`src/sv/sbfp_pkg.sv`:
```
// Shared constants for the sync byte frame parser.
`timescale 1ns / 1ps

package sbfp_pkg;

    localparam int MAX_PAYLOAD = 8;

    localparam int BYTE_W    = 8;
    localparam int LEN_W     = 4;
    localparam int IDX_W     = $clog2(MAX_PAYLOAD);
    localparam int PAYLOAD_W = MAX_PAYLOAD * BYTE_W;
    localparam int SUM_W     = 16;

    localparam int IN_TDATA_W  = BYTE_W;
    localparam int OUT_FIELD_W = BYTE_W + LEN_W + PAYLOAD_W;
    localparam int OUT_TDATA_W = ((OUT_FIELD_W + 7) / 8) * 8;

    localparam logic [BYTE_W-1:0] SYNC_BYTE   = 8'hAA;
    localparam logic [LEN_W-1:0]  MAX_LEN_RST = LEN_W'(MAX_PAYLOAD);

endpackage

```
`src/sv/sync_byte_frame_parser.sv`:
```
// Sync byte frame parser: preamble hunt, length check and 16-bit additive checksum.
`timescale 1ns / 1ps
// An accepted byte is held in the input register until it is handled; a frame is written
// to the result register and shown on the master side when its last checksum byte is handled.
// Throughput: one byte per cycle unless a result waits; an empty input register still refills.
// Reset (i_rst_n low, synchronous): back to preamble hunt, both stages empty,
// max_length set to eight.

module sync_byte_frame_parser (
    input  logic                             i_clk,
    input  logic                             i_rst_n,
    // config word: max_length
    input  logic                             i_cfg_valid,
    output logic                             o_cfg_ready,
    input  logic [sbfp_pkg::LEN_W-1:0]       i_cfg_data,
    input  logic                             s_axis_tvalid,
    output logic                             s_axis_tready,
    // [7:0] rx_byte
    input  logic [sbfp_pkg::IN_TDATA_W-1:0]  s_axis_tdata,
    output logic                             m_axis_tvalid,
    input  logic                             m_axis_tready,
    // [7:0] frame_id, [11:8] frame_length, [75:12] payload, rest zero
    output logic [sbfp_pkg::OUT_TDATA_W-1:0] m_axis_tdata
);
    import sbfp_pkg::*;

    typedef enum logic [2:0] {
        PH_HUNT,
        PH_ID,
        PH_LEN,
        PH_DATA,
        PH_CHK_HI,
        PH_CHK_LO
    } t_phase;

    logic [LEN_W-1:0]  r_max_len;

    logic              r_in_valid;
    logic [BYTE_W-1:0] r_in_byte;

    t_phase            r_phase,      n_phase;
    logic [BYTE_W-1:0] r_id,         n_id;
    logic [LEN_W-1:0]  r_len,        n_len;
    logic [LEN_W-1:0]  r_bytes_left, n_bytes_left;
    logic [IDX_W-1:0]  r_wr_idx,     n_wr_idx;
    logic [SUM_W-1:0]  r_sum,        n_sum;
    logic [BYTE_W-1:0] r_chk_hi,     n_chk_hi;
    logic [BYTE_W-1:0] r_store [MAX_PAYLOAD];
    logic              n_clear;
    logic              n_store_we;
    logic              n_emit;

    logic              r_out_valid;
    logic [BYTE_W-1:0] r_out_id;
    logic [LEN_W-1:0]  r_out_len;
    logic [PAYLOAD_W-1:0] r_out_payload;

    logic              advance;
    logic              out_free;
    logic [LEN_W-1:0]  len_limit;
    logic              len_ok;
    logic [SUM_W-1:0]  sum_add;
    logic [PAYLOAD_W-1:0] packed_payload;

    assign o_cfg_ready   = 1'b1;
    assign out_free      = !r_out_valid || m_axis_tready;
    assign advance       = r_in_valid && out_free;
    assign s_axis_tready = !r_in_valid || out_free;

    assign len_limit = (r_max_len > MAX_LEN_RST) ? MAX_LEN_RST : r_max_len;
    assign len_ok    = (r_in_byte != '0) && (r_in_byte <= {{(BYTE_W-LEN_W){1'b0}}, len_limit});
    assign sum_add   = r_sum + {{(SUM_W-BYTE_W){1'b0}}, r_in_byte};

    always_comb begin
        for (int i = 0; i < MAX_PAYLOAD; i++) begin
            packed_payload[i*BYTE_W +: BYTE_W] =
                (LEN_W'(i) < r_len) ? r_store[i] : '0;
        end
    end

    always_comb begin
        n_phase      = r_phase;
        n_id         = r_id;
        n_len        = r_len;
        n_bytes_left = r_bytes_left;
        n_wr_idx     = r_wr_idx;
        n_sum        = r_sum;
        n_chk_hi     = r_chk_hi;
        n_clear      = 1'b0;
        n_store_we   = 1'b0;
        n_emit       = 1'b0;
        case (r_phase)
            PH_HUNT: begin
                if (r_in_byte == SYNC_BYTE) begin
                    n_clear      = 1'b1;
                    n_id         = '0;
                    n_len        = '0;
                    n_bytes_left = '0;
                    n_wr_idx     = '0;
                    n_chk_hi     = '0;
                    n_sum        = {{(SUM_W-BYTE_W){1'b0}}, r_in_byte};
                    n_phase      = PH_ID;
                end
            end
            PH_ID: begin
                n_id    = r_in_byte;
                n_sum   = sum_add;
                n_phase = PH_LEN;
            end
            PH_LEN: begin
                if (len_ok) begin
                    n_len        = r_in_byte[LEN_W-1:0];
                    n_bytes_left = r_in_byte[LEN_W-1:0];
                    n_sum        = sum_add;
                    n_phase      = PH_DATA;
                end else begin
                    n_phase = PH_HUNT;
                end
            end
            PH_DATA: begin
                if (r_bytes_left == '0) begin
                    n_phase = PH_HUNT;
                end else begin
                    n_store_we   = 1'b1;
                    n_wr_idx     = r_wr_idx + 1'b1;
                    n_sum        = sum_add;
                    n_bytes_left = r_bytes_left - 1'b1;
                    if (r_bytes_left == LEN_W'(1)) begin
                        n_phase = PH_CHK_HI;
                    end
                end
            end
            PH_CHK_HI: begin
                n_chk_hi = r_in_byte;
                n_phase  = PH_CHK_LO;
            end
            PH_CHK_LO: begin
                n_emit  = ({r_chk_hi, r_in_byte} == r_sum);
                n_phase = PH_HUNT;
            end
            default: begin
                n_phase = PH_HUNT;
            end
        endcase
    end

    // control
    always_ff @(posedge i_clk) begin
        if (!i_rst_n) begin
            r_max_len    <= MAX_LEN_RST;
            r_in_valid   <= 1'b0;
            r_out_valid  <= 1'b0;
            r_phase      <= PH_HUNT;
            r_id         <= '0;
            r_len        <= '0;
            r_bytes_left <= '0;
            r_wr_idx     <= '0;
            r_sum        <= '0;
            r_chk_hi     <= '0;
        end else begin
            if (i_cfg_valid) begin
                r_max_len <= i_cfg_data;
            end
            if (s_axis_tready) begin
                r_in_valid <= s_axis_tvalid;
            end
            if (out_free) begin
                r_out_valid <= advance && n_emit;
            end
            if (advance) begin
                r_phase      <= n_phase;
                r_id         <= n_id;
                r_len        <= n_len;
                r_bytes_left <= n_bytes_left;
                r_wr_idx     <= n_wr_idx;
                r_sum        <= n_sum;
                r_chk_hi     <= n_chk_hi;
            end
        end
    end

    // payload store, cleared at each preamble
    always_ff @(posedge i_clk) begin
        if (!i_rst_n) begin
            for (int i = 0; i < MAX_PAYLOAD; i++) begin
                r_store[i] <= '0;
            end
        end else if (advance) begin
            if (n_clear) begin
                for (int i = 0; i < MAX_PAYLOAD; i++) begin
                    r_store[i] <= '0;
                end
            end else if (n_store_we) begin
                r_store[r_wr_idx] <= r_in_byte;
            end
        end
    end

    // data path
    always_ff @(posedge i_clk) begin
        if (s_axis_tready && s_axis_tvalid) begin
            r_in_byte <= s_axis_tdata[BYTE_W-1:0];
        end
        if (advance && n_emit) begin
            r_out_id      <= r_id;
            r_out_len     <= r_len;
            r_out_payload <= packed_payload;
        end
    end

    assign m_axis_tvalid = r_out_valid;
    assign m_axis_tdata  = {{(OUT_TDATA_W-OUT_FIELD_W){1'b0}},
                            r_out_payload, r_out_len, r_out_id};

    a_out_len_range: assert property (@(posedge i_clk) disable iff (!i_rst_n)
        r_out_valid |-> (r_out_len != '0) && (r_out_len <= MAX_LEN_RST))
        else $error("result length out of range");

    a_bad_len_hunt: assert property (@(posedge i_clk) disable iff (!i_rst_n)
        advance && (r_phase == PH_LEN) && !len_ok |=> r_phase == PH_HUNT)
        else $error("rejected length did not return to hunt");

    a_data_left: assert property (@(posedge i_clk) disable iff (!i_rst_n)
        (r_phase == PH_DATA) |-> (r_bytes_left != '0))
        else $error("data phase with no bytes left");

    a_in_hold: assert property (@(posedge i_clk) disable iff (!i_rst_n)
        r_in_valid && !advance |=> r_in_valid && $stable(r_in_byte))
        else $error("held input word lost");

    a_emit_from_chk: assert property (@(posedge i_clk) disable iff (!i_rst_n)
        advance && (r_phase != PH_CHK_LO) |=> !r_out_valid || $past(r_out_valid))
        else $error("result raised outside checksum phase");

endmodule
```
`config.mk`:
```
export PLATFORM = sky130hd
export DESIGN_NAME = sync_byte_frame_parser
export DESIGN_NICKNAME = d
export VERILOG_FILES = /design/src/sv/sbfp_pkg.sv /design/src/sv/sync_byte_frame_parser.sv
export SDC_FILE = /design/constraint.sdc
export NUM_CORES = 1
export LEC_CHECK = 0
export ABC_AREA = 1
export BUFFER_PORTS_ARGS = -buffer_cell sky130_fd_sc_hd__buf_2
export CAP_MARGIN = 20
export CORE_AREA = 2 2 174 108
export CTS_CLUSTER_DIAMETER = 50
export CTS_CLUSTER_SIZE = 20
export DETAILED_ROUTE_END_ITERATION = 6
export DIE_AREA = 0 0 176 110
export GPL_TIMING_DRIVEN = 0
export PLACE_DENSITY = 0.7
export SYNTH_ARGS = -nofsm -noshare
export SYNTH_HDL_FRONTEND = slang
export SYNTH_SLANG_ARGS = --single-unit
```
`constraint.sdc`:
```
create_clock -name i_clk -period 5.3 [get_ports i_clk]
set_clock_uncertainty 0.2 [all_clocks]
set_input_delay 1.06 -clock i_clk [delete_from_list [all_inputs] [get_ports i_clk]]
set_output_delay 1.06 -clock i_clk [all_outputs]
set_load 0.005 [all_outputs]
```
# After elaboration in Yosys (flattened, before gate mapping)
# Memories as Yosys holds them, arrays and structs flattened. A register that Yosys moved wholly into a read port is not among the register bits.
# Index checks and enable logic that the tools add are counted.
# W data, S select, Z words.
[totals] reg_bits=72 mem_bits_rw=64 inputBits=17 output_inout_bits=83 n_memories=1
[classes] add_sub_neg=3 order_cmp=10 eq_ne=12 muxes=47 bitwise_logic=8 reduce_logical=33
[mem_list] memory="r_store" depth=8 word_bits=8 read_ports=8 rd_ports_with_merged_regs=8 wr=8 line="sync_byte_frame_parser.sv:48" rtl="logic [BYTE_W-1:0] r_store [MAX_PAYLOAD];"
[op_table] op="$mux W8" n=10
[op_table] op="$pmux W16 S4" n=1
[op_table] op="$mux W16" n=3
[op_table] op="$pmux W8 S2" n=2
[op_table] op="$mux W3" n=6
[op_table] op="$add A16 B8 Y16" n=1
[op_table] op="$eq A16 B16 Y1" n=1
[op_table] op="$lt A3 B4 Y1 const A" n=4
[op_table] op="$mux W1" n=16
[op_table] op="$mux W4" n=4
[op_table] op="$pmux W3 S5" n=1
[op_table] op="$pmux W4 S3" n=1
[op_table] op="$logic_not A1 Y1" n=10
[op_table] op="$reduce_and A5 Y1" n=2
[op_table] op="$reduce_and A3 Y1" n=3
[op_table] op="$eq A8 B8 Y1 const B" n=1
[op_table] op="$le A8 B4 Y1" n=1
[op_table] op="$lt A1 B4 Y1 const A" n=2
[op_table] op="$lt A2 B4 Y1 const A" n=2
[op_table] op="$or A1 B1 Y1" n=8
[op_table] op="$pmux W4 S2" n=1
[op_table] op="$reduce_and A4 Y1" n=2
[op_table] op="$reduce_bool A2 Y1" n=4
[op_table] op="$reduce_bool A8 Y1" n=1
[op_table] op="other kinds (18)" n=26

# Logic depth before layout (Yosys ltp)
# Gate-level depths: netlist of the first run.
[logic_depth] ltp_word=10 mapped_depth=17 depth_no_buf=17

# Least setup slack after synthesis of the first run
# No wires, ideal clock.
[synth_path] path_kind="input -> register" start="in m_axis_tready" end="reg r_out_id[0] (enable)" setup_ps=510 arrival_ps=4580 t_required_ps=4590 slack_ps=10 stages=6 n_path_buf=0 path_cell_list="inv_1 nand2_2 nand2_2 inv_1 nand3_1 nor2_1"
[synth_between] elab_chain_cells=3
[synth_rtl] item="start, declared" line="sync_byte_frame_parser.sv:21" rtl="input logic m_axis_tready,"
[synth_rtl] item="$logic_or A1 B1 Y1" line="sync_byte_frame_parser.sv:66" rtl="assign out_free = !r_out_valid || m_axis_tready;"
[synth_rtl] item="$logic_and A1 B1 Y1" line="sync_byte_frame_parser.sv:67" rtl="assign advance = r_in_valid && out_free;"
[synth_rtl] item="$logic_and A1 B1 Y1" line="sync_byte_frame_parser.sv:204" rtl="if (advance && n_emit) begin"
[synth_rtl] item="end signal, assigned" line="sync_byte_frame_parser.sv:205" rtl="r_out_id <= r_id;"
[synth_rtl] item="end, declared" line="sync_byte_frame_parser.sv:54" rtl="logic [BYTE_W-1:0] r_out_id;"
# No other way between the ends.
# A chain may end at the register's enable or synchronous reset.

# Worst setup path after layout of the first run
[layout_path] start="reg r_in_byte[1]" end="reg r_out_payload[42], read port of r_store (enable)"
[layout_between] elab_chain_cells=3
[layout_rtl] item="start, declared" line="sync_byte_frame_parser.sv:39" rtl="logic [BYTE_W-1:0] r_in_byte;"
[layout_rtl] item="start signal, assigned" line="sync_byte_frame_parser.sv:202" rtl="r_in_byte <= s_axis_tdata[BYTE_W-1:0];"
[layout_rtl] item="$eq A16 B16 Y1" line="sync_byte_frame_parser.sv:138" rtl="n_emit = ({r_chk_hi, r_in_byte} == r_sum);"
[layout_rtl] item="$mux W1" line="sync_byte_frame_parser.sv:92" rtl="case (r_phase)"
[layout_rtl] item="$logic_and A1 B1 Y1" line="sync_byte_frame_parser.sv:204"
[layout_rtl] item="end, declared" line="sync_byte_frame_parser.sv:56" rtl="logic [PAYLOAD_W-1:0] r_out_payload;"
# No other way between the ends.

==> results.ini, run 1 <==
[route]
first_pass_iters=5
vias=6502
wl_per_cell_um=15.5
antenna_left=0
drc_errors=0
routed_wl_um=20000
drt-initial-drc-count=624
avgViaCountPerCell=5.04

[setup_path]
path_cells=ha_1 > nor2_1 > o2111ai_1 > nor4b_1 > nand2_1 > nor2_4 > buf_12 > buf_12
end_kind=register
worst_ep_arrival_time_ns=3.18
cp_top_family=simple AND/OR/NAND/NOR gates
cp_slowest_cell=edfxtp_1
crit_fanout=34
crit_type=reg -> reg
crit_path_frequent_cell=buf_12
cpPeakStageDelay_ns=0.59
start_kind=register
worstPathRequired_ns=5.23
cp.buffers_inverters=2

[sta]
layout_min_cycle_time_ns=3.25
fin_crit_sh_pct=61.3
clock.fmax_mhz=308
worst_slew_margin_rel_pct=30.9
final_max_slew_viol_count=0
hold_viol_final=0
worst_slew_pin_slew_ns=1.03
rsz0062_at_grt=false
setup_tns_ns=0
final-setup-viol-count=0

[logic_synthesis]
synth_top_cell_by_area=edfxtp_1
ys_types=42
ys_seq_area_share_pct=62.8
synth.area.top_cells=edfxtp_1 51%, dfxtp_1 12%, nor2_1 8.1%
synthFlopType=edfxtp_1
async_flop_share_pct=0
yosysWarnings=0
synth-edff-count=148
ys_ff_latch=200
mappedNetlistArea_sq_mm=0.00874
syn-instance-count=919
avgSynthCellArea_sq_um=9.51
synth_top_area_share_pct=50.9

[grt]
grt_max_degree=35
antenna_found_initial=0
grt_overflow=0
grt_pass1_wl_um=31300
track_usage_pct=21.4
first_global_vias=5813

[pwr]
totalPowerFinal_w=0.00320
leakagePower_nw=4.23
swShare_pct=24.4
combPwrFrac_pct=3.6
peakVddDrop_mv=0.200
internal-power_w=0.00242
power_frac_clock_pct=42.8
powerDensity_mw_per_mm2=313
sequentialPowerShare_pct=53.6
switchingPower_w=0.000781

[placed_design]
io_buffers=94
place_congestion=0.942
placed_cells=1258
dp_hpwl_um=14300

[floorplan]
core-area_sq_mm=0.0177
ios=100
die_area_sq_mm=0.0194
die_w_um=176
start_util_pct=49.3
num_rows=38
die_height_um=110

[layout]
diodes=0
layout_commonest_cell=nor2_1
drive_gt1_share_pct=16.5
final_cells=1290
nets=1071
fin_util_pct=57.6
final_cell_mix=188 x nor2_1, 163 x nand2_1, 148 x edfxtp_1
syn2layout_area_growth_pct=16.9

[clock_network]
cts_buffer_depth=2
cts_sinks=200
path_clk_slew_ns=0.08
cts-htree-levels=4
cts_tree=done
cts_resized=0
numCtsBuffers=17
hold_buffers=0
cts_setup_buffers=0
clock_latency_ns=0.44
cts_root_buf=clkbuf_16

[job]
maxCapViolCount=0

[outcome]
outcome=complete, no violations

[hold_path]
hold_path.class=reg -> reg

power groups by stage:
stage | Sequential, W | Combinational (W) | Clock, W
after global routing | 0.00172 | 0.000129 | 0.00144
after detailed placement | 0.00175 | 0.000113 | 0
final | 0.00172 | 0.000115 | 0.00137
after global placement | 0.00175 | 0.000111 | 0
after floorplan | 0.00174 | 0.0000742 | 0
after CTS | 0.00171 | 0.000114 | 0.00139
area by class of cell:
type | count | area (sq um)
tap | 240 | 300
sequential | 200 | 5490
fill | 1569 | 7520
clock inverter | 15 | 218
buffer | 18 | 106
multi-input combinational | 558 | 2610
clock buffer | 17 | 425
timing repair buffer | 96 | 510
inverter | 146 | 551
final timing paths:
| path | start | cells after the start | slack [ns] | endpoint |
|---|---|---|---|---|
| worst max-delay path | r_in_byte[1] | 8 | 2.05 | r_out_payload[42] |
| worst min-delay path | r_id[0] | 0 | 0.24 | r_out_id[0] |
| worst max register to register | r_in_byte[1] | 8 | 2.05 | r_out_payload[42] |
| worst min register to register | r_id[0] | 0 | 0.24 | r_out_id[0] |
per-layer routing:
metal  track usage, %  share of wire [%]  up-vias
met5                0                  0        -
met4             4.90               0.86        0
met3             4.36                8.8       18
met2             29.9                 40      278
met1             33.9                 51     2999
li1                 -                  -     3207
cell families after synthesis:
| kind of cell | share of synthesized area, % |
|---|---|
| buffers and inverters | 7.52 |
| other | 0.0860 |
| DFF | 62.8 |
| and+or+nand+nor | 21.6 |
| adders and majority gates | 2.52 |
| AOI/OAI and AO/OA | 4.95 |
| xor gates and xnor gates | 0.501 |
Yosys cell counts, drive strengths merged (8+ instances only):
library cell,n
a21oi,41
buf,10
clkbuf,8
dfxtp,52
edfxtp,148
ha,16
inv,141
nand2,176
nand3,45
nand4,9
nor2,199
nor3,10
o21ai,32
metrics by stage:
step	hold WS [ns]	cell area (sq um)	worst slack, ns
2_1_floorplan	0.209	8750	0.0100
3_3_place_gp	0.215	9520	-1.80
3_5_place_dp	0.229	9570	2.09
4_1_cts	0.236	10200	2.10
5_1_grt	0.246	10200	1.87
6_report	0.236	10200	2.05
state kept, by name, indices dropped and copies added, names as in the netlist:
| name | cells |
|---|---|
| r_in_byte | 8 |
| r_phase | 3 |
| m_axis_tvalid | 1 |
| r_bytes_left | 4 |
| r_in_valid | 1 |
| r_len | 4 |
| r_max_len | 4 |
| r_id | 8 |
| r_out_payload | 64 |
| r_out_id | 8 |
| r_sum | 16 |
| r_out_len | 4 |
| r_wr_idx | 3 |
| r_chk_hi | 8 |
| r_store | 64 |
No activity file was read; power rests on OpenSTA's default activity.
==> run 2: changes to the inputs <==
--- a/config.mk
+++ b/config.mk
@@ -14,7 +14,7 @@
 export DETAILED_ROUTE_END_ITERATION = 6
 export DIE_AREA = 0 0 176 110
 export GPL_TIMING_DRIVEN = 0
-export PLACE_DENSITY = 0.7
+export PLACE_DENSITY = 0.67
 export SYNTH_ARGS = -nofsm -noshare
 export SYNTH_HDL_FRONTEND = slang
 export SYNTH_SLANG_ARGS = --single-unit
==> constraint.sdc (replaced) <==
create_clock -name i_clk -period 3.35 [get_ports i_clk]
set_clock_uncertainty 0.2 [all_clocks]
set_input_delay 0.67 -clock i_clk [delete_from_list [all_inputs] [get_ports i_clk]]
set_output_delay 0.67 -clock i_clk [all_outputs]
set_load 0.005 [all_outputs]
==> results.ini, run 2 (synthesis gave the netlist of run 1 again) <==
[route]
drt-initial-drc-count=738  ; was 624
wl_met2_um=8040  ; was 7950 um
vias=6408  ; was 6502
wirelength_met1_um=10300  ; was 10100 um
antenna_left=0  ; unchanged
first_pass_iters=6  ; was 5
drc_errors=0  ; unchanged
topRoutingLayerUsed=met4  ; unchanged
dr_wl_met3_um=1910  ; was 1770 um
wl_per_cell_um=15.9  ; was 15.5 um
avgViaCountPerCell=4.97  ; was 5.04
routed_wl_um=20500  ; was 20000 um

[sta]
worst_slew_pin_slew_ns=1.05  ; was 1.03 ns
final-setup-viol-count=0  ; unchanged
worst_slew_margin_rel_pct=29.3  ; was 30.9%
final_max_slew_viol_count=0  ; unchanged
fin_crit_sh_pct=92.1  ; was 61.3%
hold_viol_final=0  ; unchanged
setup_tns_ns=0  ; unchanged
clock.fmax_mhz=324  ; was 308 MHz
finalWorstSetupSlack_ns=0.266  ; was 2.05 ns
rsz0062_at_grt=false  ; unchanged
layout_min_cycle_time_ns=3.08  ; was 3.25 ns

[floorplan]
die_area_sq_mm=0.0194  ; unchanged
die_height_um=110  ; unchanged
num_rows=38  ; unchanged
ios=100  ; unchanged
die_w_um=176  ; unchanged
core-area_sq_mm=0.0177  ; unchanged
start_util_pct=49.3  ; unchanged

[pwr]
totalPowerFinal_w=0.00500  ; was 0.00320 W
powerDensity_mw_per_mm2=491  ; was 313 mW/mm^2
peakVddDrop_mv=0.340  ; was 0.200 mV
leakagePower_nw=4.21  ; was 4.23 nW

[setup_path]
worstPathRequired_ns=3.28  ; was 5.23 ns
start_kind=register  ; unchanged
ff2ff_path_depth=7  ; was 8
reg2reg_to=r_out_payload[25]  ; was r_out_payload[42]
crit_fanout=37  ; was 34
end_kind=register  ; unchanged
crit_type=reg -> reg  ; unchanged
worst_ep_arrival_time_ns=3.02  ; was 3.18 ns
timing.rr.start=r_in_byte[1]  ; unchanged
regToRegSetupSlack_ns=0.27  ; was 2.05 ns

[grt]
antenna_found_initial=0  ; unchanged
grt_max_degree=38  ; was 35
track_usage_pct=22.2  ; was 21.4%
grt_overflow=0  ; unchanged
first_global_vias=5749  ; was 5813
grt_pass1_wl_um=31700  ; was 31300 um

[placed_design]
dp_slack_ns=0.327  ; was 2.09 ns
io_buffers=94  ; unchanged
dp_hpwl_um=14400  ; was 14300 um
place_congestion=0.939  ; was 0.942

[layout]
nets=1071  ; unchanged
layout_commonest_cell=nor2_1  ; unchanged
drive_gt1_share_pct=16.5  ; unchanged
syn2layout_area_growth_pct=16.6  ; was 16.9%
largestRegisters=r_out_payload x64, r_store x64, r_sum x16  ; unchanged
final_cell_mix=188 x nor2_1, 163 x nand2_1, 148 x edfxtp_1  ; unchanged
fillers=1559  ; was 1569
diodes=0  ; unchanged

[clock_network]
cts-htree-levels=4  ; unchanged
numCtsBuffers=17  ; unchanged
cts_buffer_depth=2  ; unchanged
clock_latency_ns=0.44  ; about the same
path_clk_slew_ns=0.09  ; was 0.08 ns
cts_root_buf=clkbuf_16  ; unchanged
cts_sinks=200  ; unchanged
hold_buffers=0  ; unchanged
cts_setup_buffers=0  ; unchanged
cts_resized=0  ; unchanged
cts_tree=done  ; unchanged

[job]
maxCapViolCount=0  ; unchanged

[outcome]
outcome=complete, no violations  ; unchanged

[hold_path]
whs_path_depth=1  ; was 0
hold_start=s_axis_tdata[7]  ; was r_id[0]
hold_path.class=in -> reg  ; was reg -> reg
min_to=r_in_byte[7]  ; was r_out_id[0]

[run 2: cell types whose count changed in the layout (fill, tap and decap cells not counted)]
cell        before  now
clkinv_8         6    5
bufinv_16        1    0
inv_8            2    4
inv_6            3    1
clkinvlp_4       0    2
[run 2: critical path, cell delays in order, from the launching register on]
cell	delay, ns
edfxtp_1	0.59
ha_1	0.47
nor2_1	0.18
o2111ai_1	0.13
nor4b_1	0.31
nand2_1	0.15
nor2_4	0.44
buf_12	0.28
[run 2: per-stage QoR]
step / std cells / area (sq um) / util (%) / hold WS, ns
after CTS: 1290 / 10200 / 57.4 / 0.182
final: 1290 / 10200 / 57.4 / 0.193
after global placement: 1256 / 9530 / 53.7 / 0.217
after detailed placement: 1258 / 9570 / 53.9 / 0.222
after floorplan: 922 / 8760 / - / 0.209
after global routing: 1290 / 10200 / 57.4 / 0.181
[run 2: cell type report]
class                   instances  area [sq um]  area share, %
flip-flops and latches        200          5490           53.9
plain buffers                  18           106           1.04
clock inverters                15           191           1.88
inverters                     146           551           5.41
repair buffers                 96           510           5.01
clock buffers                  17           425           4.18
multi-input cells             558          2610           25.7
well taps                     240           300           2.95
[run 2: where the power goes]
group	leakage [nW]	total (W)	internal (W)	switching [W]
Clock	0.292	0.00210	0.00103	0.00108
Sequential	1.80	0.00271	0.00268	0.0000371
Combinational	2.12	0.000186	0.0000482	0.000138
Total	4.21	0.00500	0.00375	0.00125
[run 2: how the worst max path moves through the flow]
stage / from / depth (start not counted) / to
after global routing: r_in_byte[1] / 7 / r_out_payload[27]
after detailed placement: r_in_byte[1] / 7 / r_out_id[6]
final: r_in_byte[1] / 7 / r_out_payload[25]
after CTS: r_in_byte[1] / 7 / r_out_payload[27]
after floorplan: r_in_byte[1] / 6 / r_out_id[0]
after global placement: r_in_byte[1] / 6 / r_out_id[5]
[run 2: per-layer routing]
layer,vias to the layer above,GRT usage [%]
met3,21,6.34
met4,0,6.08
li1,3198,-
met5,-,0
met1,2920,34.2
met2,269,30.3
